===== src/rtl/core/pgh_ram.sv =====
// Generic single-clock RAM: one write port, one read port with registered data.
// No dependencies.
module pgh_ram #(
  parameter int WIDTH = 8,
  parameter int DEPTH = 16
) (
  input  logic                     clk,
  input  logic                     we,
  input  logic [$clog2(DEPTH)-1:0] waddr,
  input  logic [WIDTH-1:0]         wdata,
  input  logic                     re,
  input  logic [$clog2(DEPTH)-1:0] raddr,
  output logic [WIDTH-1:0]         rdata
);

  logic [WIDTH-1:0] mem [DEPTH];

  always_ff @(posedge clk) begin
    if (we) begin
      mem[waddr] <= wdata;
    end
    if (re) begin
      rdata <= mem[raddr];
    end
  end

endmodule


===== config.mk =====
export PLATFORM = sky130hd
export DESIGN_NAME = pgh_ram
export DESIGN_NICKNAME = d
export VERILOG_FILES = /design/src/rtl/core/pgh_ram.sv
export SDC_FILE = /design/constraint.sdc
export NUM_CORES = 1
export LEC_CHECK = 0
export BUFFER_PORTS_ARGS = -buffer_cell sky130_fd_sc_hd__buf_4
export CAP_MARGIN = 20
export CORE_MARGIN = 5
export CORE_UTILIZATION = 65
export CTS_CLUSTER_DIAMETER = 150
export DETAILED_ROUTE_END_ITERATION = 8
export GPL_TIMING_DRIVEN = 0
export PLACE_DENSITY = 0.85
export SETUP_SLACK_MARGIN = 0.05
export SLEW_MARGIN = 5
export SYNTH_ARGS = -nofsm -noshare
export SYNTH_HDL_FRONTEND = slang
export SYNTH_SLANG_ARGS = --single-unit

===== constraint.sdc =====
create_clock -name clk -period 5 [get_ports clk]
set_input_delay 0.25 -clock clk [delete_from_list [all_inputs] [get_ports clk]]
set_output_delay 0.25 -clock clk [all_outputs]
set_load 0.01 [all_outputs]

==> impl.org <==
** Status
- Outcome :: completed

** CTS
- In this run the number of H-tree levels came out at 4.
- Clock tree root driver cell :: clkbuf_8
- Clock tree synthesis found a total of 136 sinks.
- The number of hold buffers added after CTS was 0.
- In this run, post-CTS repair resized a total of 0 instances.
- Number of setup buffers added after CTS :: 0
- For the worst-skew pair, the clock arrives at the later sink with an insertion delay of 0.51 ns.
- CTS Buf Count :: 17
- No sink is reached through more buffers than the 2 on the longest clock path.
- CTS clk-pin slew, worst paths :: 0.06 ns
- TritonCTS clock tree :: done

** Finish
- Of the cells placed in the final design, the portion with a size suffix greater than 1 is 29.41%.
- The repair_antennas step left the layout with diodes totalling 0.
- The finished cells cover 6112 um2.
- The finished layout holds 391 standard cells, fillers aside.
- Compared with the post-synthesis result, the final layout area differs by 16.92%.
- After the last flow step, the layout net total stands at 295.

** Drt
- Wires add up to 10120 um.
- First-iteration detailed-routing DRC count :: 229
- The detailed router put a total of 4140 um of wire on met1.
- After detailed routing, the met2 layer carries 4937 um of wire.
- In this run the remaining antenna-violating nets after routing total 0.
- Across all layers, the routed design uses 2523 vias.
- # DRC :: 0
- The pre-antenna-repair detailed-routing pass consisted of 5 iterations.
- Wire segments on met3 add up to 893 um in the final route.
- Dividing the detail-routed wire length by the instance count gives 25.88 um.
- Uppermost layer routed :: met4
- Per-cell via count in the routed design :: 6.453

** Power
- Leakage :: 2.050 nW
- Fraction of power spent switching nets :: 19.97%
- Overall power of the completed layout :: 2.552 mW
- Switching power summed over all nets :: 0.5095 mW
- Maximum vdd ir drop :: 369.5 uV
- Dividing total power by cell area gives a power density of 417.5 nW/um2.
- Clk network pwr share :: 44.3%
- Combinational Power Share :: 5.1%
- The internal power of the cells totals 2.042 mW.
- Portion of total power attributed to sequential cells :: 50.6%

** Floorplanning
- Placeable core region :: 7767 um2
- The die covers 9936 um2.
- Chip Height :: 99.68 um
- Initial core utilization :: 67.30%
- Pin placement for this block handled 27 I/O pins.
- Die width :: 99.68 um
- The floorplan has 32 rows.

** Synthesis
- Synthesized area divided by synthesized cell count :: 22.83 um2
- Flops & latches, synth :: 136
- Synthesis produced a netlist whose cell count is 229.
- The mapped netlist covers 5228 um2.
- Unique masters post-synth :: 18
- Sequential area share after synthesis :: 78.12%
- In the synthesized netlist the dominant register cell turns out to be edfxtp_1.
- Net count of the mapped netlist :: 248
- Yosys printed 0 warnings.
- For this run, asynchronously set or reset flops after synthesis account for 0%.
- Yosys mapped a number of flops with a built-in enable equal to 136.

** Hold path
- Hold crit path type :: input port to flop
- Counting instances, the worst hold path has a depth of 1.

** Global route
- Wire length of the first global-routing pass :: 15530 um
- Pin count of the biggest net entering global routing :: 17
- The initial antenna violation count came to 0.
- The via count of the first global-routing pass came to 2589.
- Across every metal layer, demand over resource in global routing totals 22.51%.
- Summed over all layers, the global routing overflow is 0.

** Placed design
- In this run, placement finished with an instance count of 359.
- Final GP Congestion :: 0.7120
- Port buffering added 25 buffers.
- DP Wirelength :: 6248 um
- Placed inst area :: 5560 um2

** Timing
- After layout, the minimum clock period comes to 1.523 ns.
- For the pin with the worst max-slew slack, the measured transition is 1.037 ns.
- Static timing analysis puts the maximum clock frequency at 656.4 MHz.
- Hold violation count in the final report :: 0
- Fin Clk Skew :: 0.004153 ns
- Worst slew slack as a fraction of its limit :: 30.32%
- Setup TNS after final layout :: 0 ns
- Number of slew-limit violations in the final report :: 0
- Setup repair after global routing left no endpoint under its margin.
- Finish-stage setup viols :: 0
- Final cycle utilization of the critical path :: 30.47%

** Worst setup path
- Data on the critical path is required at its endpoint by 5.26 ns.
- R2R Path End :: rdata[0]
- STA classifies the critical path endpoint as a flop.
- Data arrival, critical path :: 1.78 ns
- The setup check on the worst reg-to-reg path leaves a slack of 3.48 ns.
- Worst setup path endpoint :: rdata[0]
- Startpoint of the worst register-to-register path :: mem[1][0]
- Worst Setup Start Kind :: flop
- The number of cells on the worst reg-to-reg path is 3.
- Worst setup path startpoint :: mem[1][0]
- Critical path class :: flop to flop
- Of all nets on the critical path, the largest fanout is 1.

** Run
- Max Cap Violations :: 0
## power by group through the flow
stage                     logic (mW)  registers (mW)  clock network [mW]
after detailed placement       0.128            1.31                   0
final                          0.130            1.29                1.13
after global placement         0.123            1.31                   0
after floorplan               0.0648            1.32                   0
after global routing           0.139            1.29                1.20
after CTS                      0.130            1.29                1.14
## worst min-delay path by stage
stage	from	end	slack, ns
finish	re	rdata[4]	0.02
global route	re	rdata[1]	0.01
CTS	re	rdata[4]	0.007
detailed placement	re	rdata[4]	0.54
global placement	re	rdata[5]	0.53
floorplan	wdata[0]	mem[0][0]	0.35
## kinds of logic (layout without fill, tap and decap cells)
logic type / count (synthesis) / in the layout / share of synthesized area (%)
compound gates: 16 / 16 / 2.298
simple gates: 35 / 35 / 3.136
mux: 32 / 32 / 14.79
flops: 136 / 136 / 78.12
buf+inv: 10 / 70 / 1.651
## registers in the layout, summed over array words and instances (netlist names)
name   cells
mem      128
rdata      8
## Yosys cell counts (2+ instances only)
| cell | n | share of area [%] |
|---|---|---|
| edfxtp_1 | 136 | 78 |
| mux4_2 | 18 | 7.8 |
| a22oi_1 | 16 | 2.3 |
| mux4_1 | 14 | 7.0 |
| nor2_1 | 13 | 0.93 |
| nand2_1 | 9 | 0.65 |
| nor3_1 | 4 | 0.38 |
| buf_2 | 3 | 0.29 |
| buf_6 | 3 | 0.65 |
| clkdlybuf4s25_2 | 3 | 0.57 |
| nand2b_1 | 2 | 0.24 |
| nand3b_1 | 2 | 0.29 |
## metal layers
layer	vias to the layer above	global-route usage, %
li1	1076	-
met1	1285	31.87
met2	148	33.66
met3	14	7.223
met4	0	7.878
met5	-	0
## cell usage in the layout, fill, tap and decap left out, types with 2 or more instances in the layout
master / Yosys / final
nor2_1: 13 / 13
nand2_1: 9 / 9
clkdlybuf4s25_2: 3 / 3
mux4_1: 14 / 14
buf_4: 1 / 27
buf_6: 3 / 3
nand3b_1: 2 / 2
a22oi_1: 16 / 16
clkbuf_16: 0 / 16
clkinv_2: 0 / 3
mux4_2: 18 / 18
nor3_1: 4 / 4
buf_2: 3 / 5
nand2b_1: 2 / 2
clkinv_1: 0 / 3
clkinv_4: 0 / 2
bufinv_16: 0 / 2
edfxtp_1: 136 / 136
clkinvlp_4: 0 / 4
## final cells by class
type                    instances  area [um2]
flip-flops and latches        136        4084
fillers                       402        1655
multi-input cells              83        1057
clock buffers                  18       417.9
repair buffers                 28       205.2
clock inverters                14       133.9
well taps                     102       127.6
plain buffers                  10       86.33
## worst max-delay path, stage by stage, from the launching register on
cell and delay (ns):
edfxtp_1 0.34, mux4_1 0.51, a22oi_1 0.32, nand2_1 0.10
## per-stage QoR
step,utilization [%],hold slack (ns),setup slack (ns)
after floorplan,-,0.3489,3.257
after global placement,71.36,0.5298,2.722
after detailed placement,71.59,0.5373,3.095
after CTS,78.69,0.006673,3.479
after global routing,78.69,0.01101,3.410
final,78.69,0.01805,3.477
(Power assumes the default switching activity.)
